### src/hdl/bvts_pkg.sv
// ----------------------------------------------------------------------------
// bvts_pkg - shared types and constants for the content sniffer
// Transaction payload structs, register map and fixed field widths.
// ----------------------------------------------------------------------------
`timescale 1ns / 1ps

package bvts_pkg;

  // fixed widths of the transaction fields
  localparam int unsigned CNT_FIELD_W = 13;
  localparam int unsigned LIMIT_W     = 13;
  localparam int unsigned THRESH_W    = 7;
  localparam int unsigned APB_DATA_W  = 32;
  localparam int unsigned APB_ADDR_W  = 3;

  // register map, selected by paddr[2]
  localparam logic REG_SCAN_LIMIT = 1'b0;
  localparam logic REG_THRESHOLD  = 1'b1;

  localparam logic [LIMIT_W-1:0]  SCAN_LIMIT_RST = 13'd4096;
  localparam logic [THRESH_W-1:0] THRESHOLD_RST  = 7'd90;

  // text test: printable * PCT_SCALE > threshold * scanned
  localparam int unsigned PCT_SCALE = 100;
  localparam int unsigned MIN_SCAN  = 4;

  typedef struct packed {
    logic [7:0] data_byte;
    logic       has_byte;
    logic       end_of_content;
  } bvts_in_t;

  typedef struct packed {
    logic                   is_binary;
    logic                   magic_matched;
    logic                   null_seen;
    logic [CNT_FIELD_W-1:0] printable_total;
    logic [CNT_FIELD_W-1:0] scanned_total;
  } bvts_out_t;

  // flags of a finished content, scanner to result stage
  typedef struct packed {
    logic null_seen;
    logic magic;
  } bvts_flags_t;

endpackage

### src/hdl/bvts_scan.sv
// ----------------------------------------------------------------------------
// bvts_scan - per-byte scanner
// Header capture, zero detect, printable count and UTF-8 sequence tracking;
// holds the totals of a finished content until the result stage takes them.
// ----------------------------------------------------------------------------
`timescale 1ns / 1ps

module bvts_scan
  import bvts_pkg::*;
#(
  parameter int unsigned MAX_SCAN = 4096
) (
  input  logic                           clk,
  input  logic                           rst_n,
  input  logic                           acc,
  input  bvts_in_t                       item,
  input  logic [$clog2(MAX_SCAN+1)-1:0]  lim,
  output logic                           fin_valid,
  input  logic                           fin_take,
  output bvts_flags_t                    fin_flags,
  output logic [$clog2(MAX_SCAN+1)-1:0]  fin_cnt,
  output logic [$clog2(MAX_SCAN+1)-1:0]  fin_prt
);

  localparam int unsigned CW = $clog2(MAX_SCAN + 1);

  logic [CW-1:0] cnt_r, cnt_nxt;
  logic [CW-1:0] prt_r, prt_nxt;
  logic [31:0]   hdr_r, hdr_nxt;
  logic [1:0]    pend_r, pend_nxt;
  logic [1:0]    rem_r, rem_nxt;
  logic          zero_r, zero_nxt;

  logic          fin_valid_r;
  bvts_flags_t   fin_flags_r;
  logic [CW-1:0] fin_cnt_r, fin_prt_r;

  logic          in_window;
  logic          fresh;
  logic [7:0]    b;

  function automatic logic hdr_match(input logic [31:0] h);
    logic [7:0] h0, h1, h2, h3;
    h0 = h[7:0];
    h1 = h[15:8];
    h2 = h[23:16];
    h3 = h[31:24];
    hdr_match =
      (h0 == 8'h7F && h1 == 8'h45 && h2 == 8'h4C && h3 == 8'h46) ||      // ELF
      (h0 == 8'hFE && h1 == 8'hED && h2 == 8'hFA &&
       (h3 == 8'hCE || h3 == 8'hCF)) ||                                   // Mach-O
      (h0 == 8'hCA && h1 == 8'hFE && h2 == 8'hBA && h3 == 8'hBE) ||      // fat
      (h0 == 8'h60 && h1 == 8'h34) ||                                     // VMD
      (h0 == 8'h50 && h1 == 8'h4B && h2 == 8'h03 && h3 == 8'h04) ||      // ZIP
      (h0 == 8'h1F && h1 == 8'h8B) ||                                     // GZIP
      (h0 == 8'hFF && h1 == 8'hD8 && h2 == 8'hFF) ||                      // JPEG
      (h0 == 8'h89 && h1 == 8'h50 && h2 == 8'h4E && h3 == 8'h47);        // PNG
  endfunction

  assign b         = item.data_byte;
  assign in_window = cnt_r < lim;

  always_comb begin
    cnt_nxt  = cnt_r;
    prt_nxt  = prt_r;
    hdr_nxt  = hdr_r;
    pend_nxt = pend_r;
    rem_nxt  = rem_r;
    zero_nxt = zero_r;
    fresh    = 1'b1;

    if (acc && item.has_byte) begin
      if (cnt_r < CW'(MIN_SCAN)) begin
        hdr_nxt[8*cnt_r[1:0] +: 8] = b;
      end
      if (in_window) begin
        cnt_nxt = cnt_r + 1'b1;
        if (rem_r != 2'd0) begin
          if (b[7:6] == 2'b10) begin
            fresh   = 1'b0;
            rem_nxt = rem_r - 2'd1;
            if (rem_r == 2'd1) begin
              prt_nxt  = prt_r + CW'(pend_r) + 1'b1;
              pend_nxt = 2'd0;
            end
          end else begin
            // broken sequence: drop it, judge this byte afresh
            pend_nxt = 2'd0;
            rem_nxt  = 2'd0;
          end
        end
        if (fresh) begin
          if (b == 8'h00) begin
            zero_nxt = 1'b1;
          end else if (b inside {[8'h20:8'h7E], 8'h08, 8'h09, 8'h0A, 8'h0C, 8'h0D}) begin
            prt_nxt = prt_r + 1'b1;
          end else if (b inside {[8'hC2:8'hDF]}) begin
            pend_nxt = 2'd1;
            rem_nxt  = 2'd1;
          end else if (b inside {[8'hE0:8'hEF]}) begin
            pend_nxt = 2'd2;
            rem_nxt  = 2'd2;
          end else if (b inside {[8'hF0:8'hF4]}) begin
            pend_nxt = 2'd3;
            rem_nxt  = 2'd3;
          end
        end
      end
    end
  end

  always_ff @(posedge clk) begin
    if (!rst_n) begin
      cnt_r       <= '0;
      prt_r       <= '0;
      hdr_r       <= '0;
      pend_r      <= '0;
      rem_r       <= '0;
      zero_r      <= 1'b0;
      fin_valid_r <= 1'b0;
    end else begin
      if (acc && item.end_of_content) begin
        cnt_r       <= '0;
        prt_r       <= '0;
        hdr_r       <= '0;
        pend_r      <= '0;
        rem_r       <= '0;
        zero_r      <= 1'b0;
        fin_valid_r <= 1'b1;
      end else begin
        cnt_r  <= cnt_nxt;
        prt_r  <= prt_nxt;
        hdr_r  <= hdr_nxt;
        pend_r <= pend_nxt;
        rem_r  <= rem_nxt;
        zero_r <= zero_nxt;
        if (fin_take) begin
          fin_valid_r <= 1'b0;
        end
      end
    end
  end

  // totals of the finished content
  always_ff @(posedge clk) begin
    if (acc && item.end_of_content) begin
      fin_cnt_r             <= cnt_nxt;
      fin_prt_r             <= prt_nxt;
      fin_flags_r.null_seen <= zero_nxt;
      fin_flags_r.magic     <= (cnt_nxt >= CW'(MIN_SCAN)) && hdr_match(hdr_nxt);
    end
  end

  assign fin_valid = fin_valid_r;
  assign fin_flags = fin_flags_r;
  assign fin_cnt   = fin_cnt_r;
  assign fin_prt   = fin_prt_r;

endmodule

### src/hdl/binary_vs_text_content_sniffer_core.sv
// ----------------------------------------------------------------------------
// binary_vs_text_content_sniffer_core - binary / text content classifier
// Takes content one byte per transaction and returns one verdict per content:
// signature match on the first four bytes, zero-byte detect and printable
// share (ASCII, whitespace, complete UTF-8 sequences) over the scan window.
// ----------------------------------------------------------------------------
//
//   channel | ports                              | carries
//   --------+------------------------------------+-----------------------------
//   in      | in_valid, in_ready, in_data        | one byte, has_byte, end flag
//   out     | out_valid, out_ready, out_data     | verdict, flags and totals
//   cfg     | psel, penable, pwrite, paddr, ...  | scan_limit @0, threshold @4
//
// One input transaction per cycle while out_ready is high; the rate is set by
// the scanner's counter and UTF-8 tracker, which update once per byte.
// The verdict of a content passes through the scanner totals register, then
// the result register with the percent compare.
// Reset (synchronous, rst_n low) empties both stages and restores the
// register defaults; there is no clearing pass.
// A stalled output holds its transaction and the totals stage behind it; the
// input stalls only when both are full.
// ----------------------------------------------------------------------------
`timescale 1ns / 1ps

module binary_vs_text_content_sniffer_core
  import bvts_pkg::*;
#(
  parameter int unsigned MAX_SCAN = 4096
) (
  input  logic                  clk,
  input  logic                  rst_n,
  // byte stream in
  input  logic                  in_valid,
  output logic                  in_ready,
  input  bvts_in_t              in_data,
  // verdict out
  output logic                  out_valid,
  input  logic                  out_ready,
  output bvts_out_t             out_data,
  // register port
  input  logic                  psel,
  input  logic                  penable,
  input  logic                  pwrite,
  input  logic [APB_ADDR_W-1:0] paddr,
  input  logic [APB_DATA_W-1:0] pwdata,
  output logic [APB_DATA_W-1:0] prdata,
  output logic                  pready
);

  // counters must hold the largest window itself
  localparam int unsigned CW = $clog2(MAX_SCAN + 1);
  // width of the two products in the percent compare
  localparam int unsigned PW = CW + THRESH_W;

  logic [LIMIT_W-1:0]  scan_limit_r;
  logic [THRESH_W-1:0] threshold_r;
  logic [CW-1:0]       lim_r;

  logic                cfg_wr;
  logic                in_acc;

  logic                fin_valid;
  logic                fin_take;
  bvts_flags_t         fin_flags;
  logic [CW-1:0]       fin_cnt;
  logic [CW-1:0]       fin_prt;

  logic [PW-1:0]       lhs, rhs;
  logic                text;
  bvts_out_t           res;

  logic                out_valid_r;
  bvts_out_t           out_data_r;

  // clamp the programmed window to MIN_SCAN..MAX_SCAN
  function automatic logic [CW-1:0] clamp_lim(input logic [LIMIT_W-1:0] v);
    int unsigned w;
    w = int'(v);
    if (w < MIN_SCAN) begin
      w = MIN_SCAN;
    end else if (w > MAX_SCAN) begin
      w = MAX_SCAN;
    end
    clamp_lim = CW'(w);
  endfunction

  // --------------------------------------------------------------------------
  // Register port: zero wait states, write lands on the access phase.
  // The clamped window is worked out at write time so the scanner sees a
  // ready-made limit on the very next byte.
  // --------------------------------------------------------------------------
  assign pready = 1'b1;
  assign cfg_wr = psel && penable && pwrite;

  always_ff @(posedge clk) begin
    if (!rst_n) begin
      scan_limit_r <= SCAN_LIMIT_RST;
      threshold_r  <= THRESHOLD_RST;
      lim_r        <= clamp_lim(SCAN_LIMIT_RST);
    end else if (cfg_wr) begin
      case (paddr[2])
        REG_SCAN_LIMIT: begin
          scan_limit_r <= pwdata[LIMIT_W-1:0];
          lim_r        <= clamp_lim(pwdata[LIMIT_W-1:0]);
        end
        REG_THRESHOLD: begin
          threshold_r <= pwdata[THRESH_W-1:0];
        end
        default: begin
          scan_limit_r <= scan_limit_r;
        end
      endcase
    end
  end

  always_comb begin
    case (paddr[2])
      REG_SCAN_LIMIT: prdata = APB_DATA_W'(scan_limit_r);
      REG_THRESHOLD:  prdata = APB_DATA_W'(threshold_r);
      default:        prdata = '0;
    endcase
  end

  // --------------------------------------------------------------------------
  // Flow control. The totals stage drains into the result register whenever
  // that register is empty or being read; the scanner takes a byte whenever
  // its totals stage is free or draining in the same cycle.
  // --------------------------------------------------------------------------
  assign fin_take = fin_valid && (!out_valid_r || out_ready);
  assign in_ready = !fin_valid || fin_take;
  assign in_acc   = in_valid && in_ready;

  bvts_scan #(
    .MAX_SCAN (MAX_SCAN)
  ) u_scan (
    .clk       (clk),
    .rst_n     (rst_n),
    .acc       (in_acc),
    .item      (in_data),
    .lim       (lim_r),
    .fin_valid (fin_valid),
    .fin_take  (fin_take),
    .fin_flags (fin_flags),
    .fin_cnt   (fin_cnt),
    .fin_prt   (fin_prt)
  );

  // --------------------------------------------------------------------------
  // Verdict: text when printable*100 > threshold*scanned, empty content is
  // text. Two narrow products (one by a constant) and a compare.
  // --------------------------------------------------------------------------
  always_comb begin
    lhs  = PW'(fin_prt) * PW'(PCT_SCALE);
    rhs  = PW'(threshold_r) * PW'(fin_cnt);
    text = (fin_cnt == '0) || (lhs > rhs);

    res.magic_matched   = fin_flags.magic;
    res.null_seen       = fin_flags.null_seen;
    res.is_binary       = fin_flags.magic || fin_flags.null_seen || !text;
    res.printable_total = CNT_FIELD_W'(fin_prt);
    res.scanned_total   = CNT_FIELD_W'(fin_cnt);
  end

  always_ff @(posedge clk) begin
    if (!rst_n) begin
      out_valid_r <= 1'b0;
    end else if (fin_take) begin
      out_valid_r <= 1'b1;
    end else if (out_ready) begin
      out_valid_r <= 1'b0;
    end
  end

  always_ff @(posedge clk) begin
    if (fin_take) begin
      out_data_r <= res;
    end
  end

  assign out_valid = out_valid_r;
  assign out_data  = out_data_r;

endmodule

### config.mk
export PLATFORM = sky130hd
export DESIGN_NAME = binary_vs_text_content_sniffer_core
export DESIGN_NICKNAME = d
export VERILOG_FILES = /design/src/hdl/bvts_pkg.sv /design/src/hdl/bvts_scan.sv /design/src/hdl/binary_vs_text_content_sniffer_core.sv
export SDC_FILE = /design/constraint.sdc
export NUM_CORES = 1
export LEC_CHECK = 0
export ABC_CLOCK_PERIOD_IN_PS = 5600
export BUFFER_PORTS_ARGS = -buffer_cell sky130_fd_sc_hd__clkbuf_2
export CORE_MARGIN = 2
export CORE_UTILIZATION = 39
export DETAILED_ROUTE_END_ITERATION = 10
export PLACE_DENSITY_LB_ADDON = 0.05
export SLEW_MARGIN = 20
export SYNTH_ARGS = -nofsm -noshare
export SYNTH_HDL_FRONTEND = slang
export SYNTH_SLANG_ARGS = --single-unit
### constraint.sdc
create_clock -name clk -period 5.6 [get_ports clk]
set_clock_uncertainty 0.05 [all_clocks]
set_input_delay 1.4 -clock clk [delete_from_list [all_inputs] [get_ports clk]]
set_output_delay 1.4 -clock clk [all_outputs]
set_load 0.05 [all_outputs]
Word level (Yosys, flattened, before mapping)
Cells that the tools add are included.
{ "word_totals": {"reg_bits": 155, "latch_bits": 0, "ram_bits": 0, "rom_bits": 0, "in_bits": 52, "out_inout_bits": 64, "elab_cells": 182, "mem_count": 0} }
{ "op_classes": {"addsub": 6, "n_mul": 2, "div_mod_pow": 0, "order_cmp": 14, "eq_ne": 35, "shift": 2, "muxes": 45, "bitwise": 2, "reduce_logical": 56} }
{ "ops": {"columns": ["cell", "n"], "rows": [
  ["13-bit two-way mux", 12],
  ["8-bit equality test (second input constant)", 14],
  ["8-bit by 7-bit equality test with 1-bit output (second input constant)", 10],
  ["32-bit two-way mux", 2],
  ["32-bit one-hot mux with 2 select lines", 1],
  ["8-bit by 4-bit equality test with 1-bit output (second input constant)", 5],
  ["13-bit by 1-bit adder with 13-bit output (second input constant)", 3],
  ["2-bit two-way mux", 17],
  ["5-bit negator with 34-bit output", 1],
  ["8-bit by 34-bit variable shift with 32-bit output (first input constant)", 1],
  ["8-bit by 34-bit variable part select with 32-bit output", 1],
  ["32-bit bitwise mux", 1],
  ["1-bit logical AND", 30],
  ["13-bit by 3-bit less-than comparator with 1-bit output (second input constant)", 2],
  ["8-bit >= comparator (second input constant)", 3],
  ["8-bit less-or-equal comparator (second input constant)", 3],
  ["20-bit > comparator", 1],
  ["7-bit by 13-bit multiplier with 20-bit output", 1],
  ["13-bit by 5-bit multiplier with 18-bit output (second input constant)", 1],
  ["13-bit by 2-bit adder with 13-bit output", 1],
  ["13-bit by 3-bit >= comparator with 1-bit output (second input constant)", 1],
  ["13-bit > comparator (second input constant)", 1],
  ["13-bit zero test", 1],
  ["1-bit logical OR", 13],
  ["other kinds (18)", 36]
]} }

Logic depth before layout (Yosys ltp)
Gate-level depths: netlist of run 1.
{ "logic_depth": {"word_depth": 19, "mapped_depth": 28, "mapped_depth_nobuf": 27} }

Hierarchy
A second synthesis of run 1 with hierarchy kept.
{ "hier_totals": {"hier_cells": 1379, "area_unflattened_um2": 12507.0} }
{ "by_module_without_submodules": {"columns": ["mod", "n_inst", "cells_per_inst", "area_per_inst_um2", "seq_area_each_um2"], "rows": [
  ["binary_vs_text_content_sniffer_core", 1, 759, 6969.2, 1551.5],
  ["bvts_scan", 1, 620, 5537.8, 2122.0]
]} }

Worst setup path after synthesis of run 1
No wires, ideal clock.
{ "synth_timing": {"kind": "flip-flop to flip-flop", "start": "register threshold_r[6]", "end": "register out_data_r, in the netlist out_data[28] (data pin)", "setup_time_ns": 0.152, "arrival_time_ns": 5.663, "required_time_ns": 5.398, "slack_ns": -0.265, "stages_incl_launch_ff": 27, "path_buffers": 1, "period_less_slack_ns": 5.865, "path_cell_list": "dfxtp_1 clkbuf_1 and2_1 fa_1 fa_1 fa_1 inv_1 fa_1 inv_1 ha_1 or3_1 o21ai_0 o21bai_1 o21ai_0 o21ai_0 nand2b_1 xnor2_1 ha_1 a21o_1 a21o_1 a21o_1 a21o_1 a21oi_1 nor2b_1 o21ai_0 nand4b_1 o21ai_0"} }
{ "synth_rtl": {"columns": ["element", "line_no", "text"], "rows": [
  ["from (decl)", "binary_vs_text_content_sniffer_core.sv:56", "logic [THRESH_W-1:0] threshold_r;"],
  ["from (signal assigned)", "binary_vs_text_content_sniffer_core.sv:107", "threshold_r <= pwdata[THRESH_W-1:0];"],
  ["to (signal assigned)", "binary_vs_text_content_sniffer_core.sv:176", "out_data_r <= res;"],
  ["to (decl)", "binary_vs_text_content_sniffer_core.sv:73", "bvts_out_t out_data_r;"]
]} }

==> results by group, run 1 <==
Hold path
  – Number of cells on the worst hold path: 2
  – Hold crit path type: reg2reg

Floorplanning
  – Chip height: between 150 and 200 µm
  – Die ar.: 32,300 µm²
  – Core area: roughly 30,000 µm²
  – Core Rows: 64
  – I/O pins: between 100 and 150
  – DIE WIDTH: around 180 µm
  – Initial Util: 0.394

Job
  – MaxCap Viol Count: 0

Status
  – Failing checks: setup timing
  – Status: finished with violations

Logic synthesis
  – Yosys Warn Count: 0
  – Synthesized area: between 10,000 and 15,000 µm²
  – Post-synth EDFFs: 57
  – Mapped Cells: 1,335
  – Asr flop ratio synth: 0
  – Syn_area_per_cell: 9.01 µm²
  – Synth Flop Type: dfxtp_1
  – Synth Register Bits: 155
  – Synth cell types: 67
  – Post-synthesis sequential area ratio: 0.305

Drt
  – Vias: 9,503
  – Routed Antenna Nets: 0
  – Drt initial violations: 430
  – WL/cell: 15.5 µm
  – First-pass DRT Iterations: 5
  – Via density: 5.07
  – Post-route DRC: 0
  – Total routed wirelength: 29.0 mm

Global route
  – Largest net degree at the start of global routing: 63
  – Total track usage: 0.184
  – Number of global-route vias before repair: 9,466
  – First-pass GRT wire length: 48.2 mm
  – Initial antenna violation count: 0
  – Gr ovfl total: 0

Placement
  – DP Area: 13,200 µm²
  – HPWL Detailed: about 22 mm
  – Final RePlAce weighted congestion: 0.846
  – I/O Buffers: 74

Critical path
  – R2R Setup Slk: -0.26 ns
  – CP Class: reg2reg
  – R2R depth: 26
  – Crit Path Max Fanout: 4
  – Max stage delay on crit path: approximately 0.52 ns
  – Startpoint Class: register
  – CP Data Required Time: 5.85 ns
  – Crit. End Element: register
  – Critical Path Slowest Stage Cell: fa_1
  – Critical Path AT: 6.11 ns

Clocking
  – CTS H-tree depth: 4
  – Clock Path Buffers: 2
  – Clk sinks: 155
  – Clock buffer count from CTS: 17
  – CTS tree: yes
  – Clock slew at reported path FFs: 0.07 ns
  – Clock Latency Late Sink: around 0.45 ns
  – Hold_buf cts: 0
  – Root Driver: clkbuf_16

STA
  – Worst-margin pin slew: roughly 1.1 ns
  – Worst rel slew slack: 0.289
  – Fin. max-slew vios: 0
  – Final Hold Fails: 0
  – Final setup violation count: 1
  – PnR worst setup slack: -0.260 ns
  – Max Freq: 171 MHz
  – Post-layout minimum cycle time: 5.86 ns
  – Fin crit share: 1.05
  – RSZ-0062 raised after global routing: true

Power
  – IR drop worst, VDD: slightly below 200 µV
  – PD cells: approximately 250 nW/µm²
  – Leak pwr: 6.21 nW

Cells and area
  – Post-route cell area: 14,100 µm²
  – Final Util: 0.461
  – Layout cell share with drive strength beyond 1: 0.174
  – Fin nets: 1,701
  – Inserted Diodes: 0
  – Area grow syn2layout: 17.0%
==> final cells by class <==
type	instances	area [µm²]
timing repair buffer	162	1070
inverter	145	544
clock buffer	17	425
clock inverter	15	160
sequential	155	3670
tap	396	495
fill	3024	16400
multi-input combinational	983	7690
==> logic make-up (layout without fill, tap and decap cells) <==
family	Yosys count	in the layout	share of synthesized area
xor+xnor	51	51	0.0371
fa+ha+maj	185	185	0.232
mux	32	32	0.0281
simple gates	519	519	0.228
flops	155	155	0.305
compound gates	176	176	0.0948
other cells	2	20	0.000625
buf+inv	215	339	0.0742
==> sequential cells by signal, indices dropped and copies added, names as in the netlist, 2 cells and up <==
| name | flops |
|---|---|
| u_scan.pend_r | 2 |
| out_data | 29 |
| u_scan.fin_flags | 2 |
| u_scan.prt_r | 13 |
| u_scan.fin_cnt | 13 |
| u_scan.hdr_r | 32 |
| scan_limit_r | 13 |
| lim_r | 13 |
| u_scan.cnt_r | 13 |
| u_scan.fin_prt | 13 |
| u_scan.rem_r | 2 |
| threshold_r | 7 |
==> Yosys cell counts (9+ instances only) <==
| master | n | share of area |
|---|---|---|
| clkbuf_1 | 46 | 0.014 |
| and2_1 | 80 | 0.042 |
| edfxtp_1 | 57 | 0.14 |
| a22oi_1 | 11 | 0.0069 |
| nor2b_1 | 48 | 0.025 |
| a21o_1 | 14 | 0.0087 |
| o21ai_0 | 29 | 0.012 |
| xor2_1 | 24 | 0.017 |
| a21boi_0 | 22 | 0.014 |
| mux2_2 | 9 | 0.0084 |
| mux2i_1 | 21 | 0.017 |
| and3_1 | 14 | 0.0073 |
| nand2b_1 | 15 | 0.0078 |
| ha_1 | 122 | 0.13 |
| nand4_1 | 15 | 0.0078 |
| inv_1 | 145 | 0.045 |
| xnor2_1 | 27 | 0.020 |
| fa_1 | 63 | 0.10 |
| nor4_1 | 15 | 0.0078 |
| nand2_1 | 133 | 0.042 |
| nor3_1 | 29 | 0.012 |
| o211ai_1 | 9 | 0.0056 |
| a21oi_1 | 48 | 0.020 |
| dfxtp_1 | 98 | 0.16 |
| nor2_1 | 67 | 0.021 |
| a211oi_1 | 10 | 0.0062 |
| nand3_1 | 57 | 0.024 |
| buf_4 | 20 | 0.012 |
==> what timing repair did <==
| item | CTS | global route |
|---|---|---|
| buffers inserted | 8 | 7 |
| resized for setup | 24 | 13 |
| pin swaps | 35 | 29 |
| setup endpoints to repair | 1 | 1 |
| cloned | 0 | 0 |
==> where the power goes <==
group	switching (mW)	internal, mW
registers	0.0199	1.19
logic	0.585	0.499
clock network	0.528	0.663
==> worst paths after layout <==
check | startpoint | end
worst min register to register | scan_limit_r[7] | scan_limit_r[7]
worst max register to register | u_scan.fin_cnt[4] | out_data[28]
worst max-delay path | u_scan.fin_cnt[4] | out_data[28]
worst min-delay path | scan_limit_r[7] | scan_limit_r[7]
==> routing by layer <==
layer	routed length (µm)	up-vias	track usage
met3	903	24	0.0310
met4	452	0	0.0501
met1	14200	4582	0.247
met2	13500	163	0.306
met5	0	-	0
li1	-	4734	-
==> worst max-delay path: cells and delay by family, from the launching register on <==
family,cells,cell delay [ns]
buffers and inverters,3,0.28
and+or+nand+nor,5,0.78
DFF,1,0.48
adders and majority gates,6,2.50
xor gates and xnor gates,1,0.15
AOI/OAI and AO/OA,11,1.47
==> per-stage QoR <==
stage | hold slack [ns] | TNS [ns] | power (mW) | worst slack [ns] | cells
finish | 0.412 | -0.260 | 3.48 | -0.260 | 1873
global placement | 0.402 | -0.485 | 2.24 | -0.485 | 1826
CTS | 0.417 | -0.272 | 3.50 | -0.272 | 1865
detailed placement | 0.407 | -0.569 | 2.25 | -0.569 | 1826
global route | 0.447 | -0.590 | 3.71 | -0.590 | 1873
floorplan | 0.377 | 0 | 1.96 | 0.0108 | 1353
==> cell usage in the layout, fill, tap and decap left out, types with 21 or more instances in the layout <==
master | netlist | final
nor3_1 | 29 | 29
nor2b_1 | 48 | 47
clkbuf_2 | 0 | 74
and2_1 | 80 | 68
edfxtp_1 | 57 | 57
fa_1 | 63 | 62
buf_4 | 20 | 81
inv_1 | 145 | 139
nand3_1 | 57 | 56
a21boi_0 | 22 | 21
xor2_1 | 24 | 24
nand2_1 | 133 | 132
a21oi_1 | 48 | 47
ha_1 | 122 | 118
xnor2_1 | 27 | 25
dfxtp_1 | 98 | 98
nor2_1 | 67 | 66
mux2i_1 | 21 | 21
Note: power is estimated with default switching activity, not from simulation.
==> inputs of run 2 (changes only) <==
--- a/config.mk
+++ b/config.mk
@@ -7,10 +7,12 @@
 export LEC_CHECK = 0
 export ABC_CLOCK_PERIOD_IN_PS = 5600
 export BUFFER_PORTS_ARGS = -buffer_cell sky130_fd_sc_hd__clkbuf_2
+export CORE_ASPECT_RATIO = 0.7
 export CORE_MARGIN = 2
 export CORE_UTILIZATION = 39
 export DETAILED_ROUTE_END_ITERATION = 10
 export PLACE_DENSITY_LB_ADDON = 0.05
+export RECOVER_POWER = 50
 export SLEW_MARGIN = 20
 export SYNTH_ARGS = -nofsm -noshare
 export SYNTH_HDL_FRONTEND = slang
==> results by group, run 2 (synthesis results as in run 1) <==
Status
  – Status: finished with violations
  – Failing checks: capacitance limit, slew limit, setup timing

Placement
  – HPWL Detailed: 23.6 mm
  – Final RePlAce weighted congestion: 0.863
  – Post-place setup slack: -0.759 ns
  – I/O Buffers: 74
  – DP Area: 13,300 µm²
  – Inst Count DP: 1,847

Cells and area
  – Fin nets: about 1.7k
  – Most frequent cells in the layout: inv_1 (140), nand2_1 (133), ha_1 (117), dfxtp_1 (97), buf_4 (81)
  – Area grow syn2layout: 16.7%
  – Most flop-heavy register: u_scan.hdr_r
  – Largest register FFs: 32
  – FILL cells: 3,046
  – Area occupied by multi-input gates: approximately 7700 µm²
  – Layout cell share with drive strength beyond 1: 0.148
  – Most common cell after layout, fill and taps aside: inv_1
  – Seq. cell area: 3670 µm²
  – Post-Layout Cell Count: 1,895
  – Post-route cell area: 14,000 µm²
  – Inserted Diodes: 0

Power
  – Switching share of total power: 0.325
  – Sw Pwr: 1.13 mW
  – Sequential power share: 0.346
  – PD cells: approximately 250 nW/µm²
  – IR drop worst, VDD: 196 µV
  – Leak pwr: 6.09 nW
  – Clk network pwr share: 0.339
  – Combinational power share: 0.315
  – P_int: 2.35 mW

Job
  – MaxCap Viol Count: 3

Critical path
  – Crit. End Element: register
  – Startpoint Class: register
  – CP Data Required Time: 5.73 ns
  – Critical Path AT: between 6 and 7 ns
  – Crit Path Max Fanout: 4
  – Reg2Reg Launch Point: u_scan.fin_cnt[6]
  – Crit path launch: u_scan.fin_cnt[6]
  – R2R depth: 24
  – CP Class: reg2reg

STA
  – Post-layout minimum cycle time: roughly 6.0 ns
  – Worst rel slew slack: -1.01
  – Fin crit share: 1.06
  – Final setup violation count: 1
  – Fin. max-slew vios: 115
  – PnR worst setup slack: -0.356 ns
  – Worst-margin pin slew: 3.01 ns
  – Hold_ws: a little over 0.4 ns
  – Max Freq: 168 MHz
  – RSZ-0062 raised after global routing: true
  – Final Hold Fails: 0

Drt
  – Drt initial violations: 479
  – WL/cell: 16.2 µm
  – Total routed wirelength: 30.8 mm
  – First-pass DRT Iterations: 5
  – Vias: 9,501
  – Via density: 5.01
  – Post-route DRC: 0
  – Routed Antenna Nets: 0

Floorplanning
  – I/O pins: 116
  – Initial Util: 0.399
  – Core Rows: 53
  – Chip height: 151 µm
  – Core area: a little over 30,000 µm²
  – Die ar.: 32,300 µm²
  – DIE WIDTH: 214 µm

Clocking
  – Clock Latency Late Sink: 0.45 ns
  – Clk sinks: between 150 and 200
  – CTS tree: yes
  – Clock buffer count from CTS: 17
  – CTS H-tree depth: 4
  – Root Driver: clkbuf_16
  – Clock Path Buffers: 2
  – Clock slew at reported path FFs: 0.07 ns

Global route
  – Gr ovfl total: 0
  – Initial antenna violation count: 0
  – Largest net degree at the start of global routing: 47
  – First-pass GRT wire length: 49.7 mm
  – Number of global-route vias before repair: around 9.2k
  – Total track usage: 0.200

Hold path
  – Hold path start: scan_limit_r[2]
  – Hold crit path type: reg2reg
  – Number of cells on the worst hold path: 2
-- run 2: changes by cell type in the layout (fill, tap and decap cells not counted), moves of 2 or more --
| cell | before | now |
|---|---|---|
| clkinv_2 | 3 | 0 |
| clkbuf_4 | 0 | 2 |
| clkbuf_1 | 0 | 43 |
| buf_6 | 6 | 4 |
| ha_2 | 0 | 2 |
| and2_4 | 12 | 10 |
| clkbuf_2 | 74 | 42 |
-- run 2: final timing paths --
kind	end	slack, ns
max	out_data[28]	-0.36
max reg2reg	out_data[28]	-0.36
min reg2reg	scan_limit_r[2]	0.41
min	scan_limit_r[2]	0.41
-- run 2: stage by stage --
stage | setup TNS (ns) | utilization | power, mW
final | -0.356 | 0.465 | 3.49
after CTS | -0.406 | 0.465 | 3.50
after floorplan | 0 | - | 1.96
after global placement | -0.641 | 0.441 | 2.25
after detailed placement | -0.759 | 0.441 | 2.26
after global routing | -0.602 | 0.465 | 3.71
-- run 2: repair_timing --
action                     4_1_cts  5_1_grt
hold buffers                     0        0
gates cloned                     0        0
pin swaps                       42       15
setup buffers                   13        3
gates resized for setup         27       10
setup endpoints to repair        1        1
-- run 2: area by class of cell --
cell class	count	area share
clock buffers	21	0.0314
clock inverters	11	0.00981
inverters	145	0.0388
multi-input cells	983	0.548
flip-flops and latches	155	0.262
well taps	412	0.0367
repair buffers	168	0.0730
-- run 2: power groups by stage --
| stage | registers [mW] | clock network [mW] | logic [mW] |
|---|---|---|---|
| floorplan | 1.24 | 0 | 0.718 |
| global placement | 1.23 | 0 | 1.02 |
| CTS | 1.21 | 1.21 | 1.08 |
| global route | 1.21 | 1.26 | 1.25 |
| finish | 1.21 | 1.18 | 1.10 |
| detailed placement | 1.23 | 0 | 1.03 |
-- run 2: worst max-delay path, stage by stage, from the launching register on --
cell      delay (ns)
edfxtp_1        0.46
clkbuf_1        0.18
buf_4           0.15
and2_1          0.16
fa_1            0.54
inv_1           0.06
fa_1            0.53
inv_1           0.05
fa_1            0.53
inv_1           0.05
fa_1            0.52
inv_1           0.04
ha_1            0.21
or3_1           0.34
o21ai_1         0.21
o211ai_1        0.14
nor3_1          0.15
a21oi_1         0.07
xnor2_1         0.19
ha_1            0.30
nand4_1         0.20
nor4_4          0.05
buf_4           0.15
a311oi_4        0.24
o21ai_2         0.11
-- run 2: layer usage --
layer  up-vias  track usage  share of wire
li1       4750            -              -
met1      4599        0.303           0.54
met2       136        0.296           0.42
met3        16       0.0342          0.030
met4         0       0.0431         0.0087
met5         -            0              0
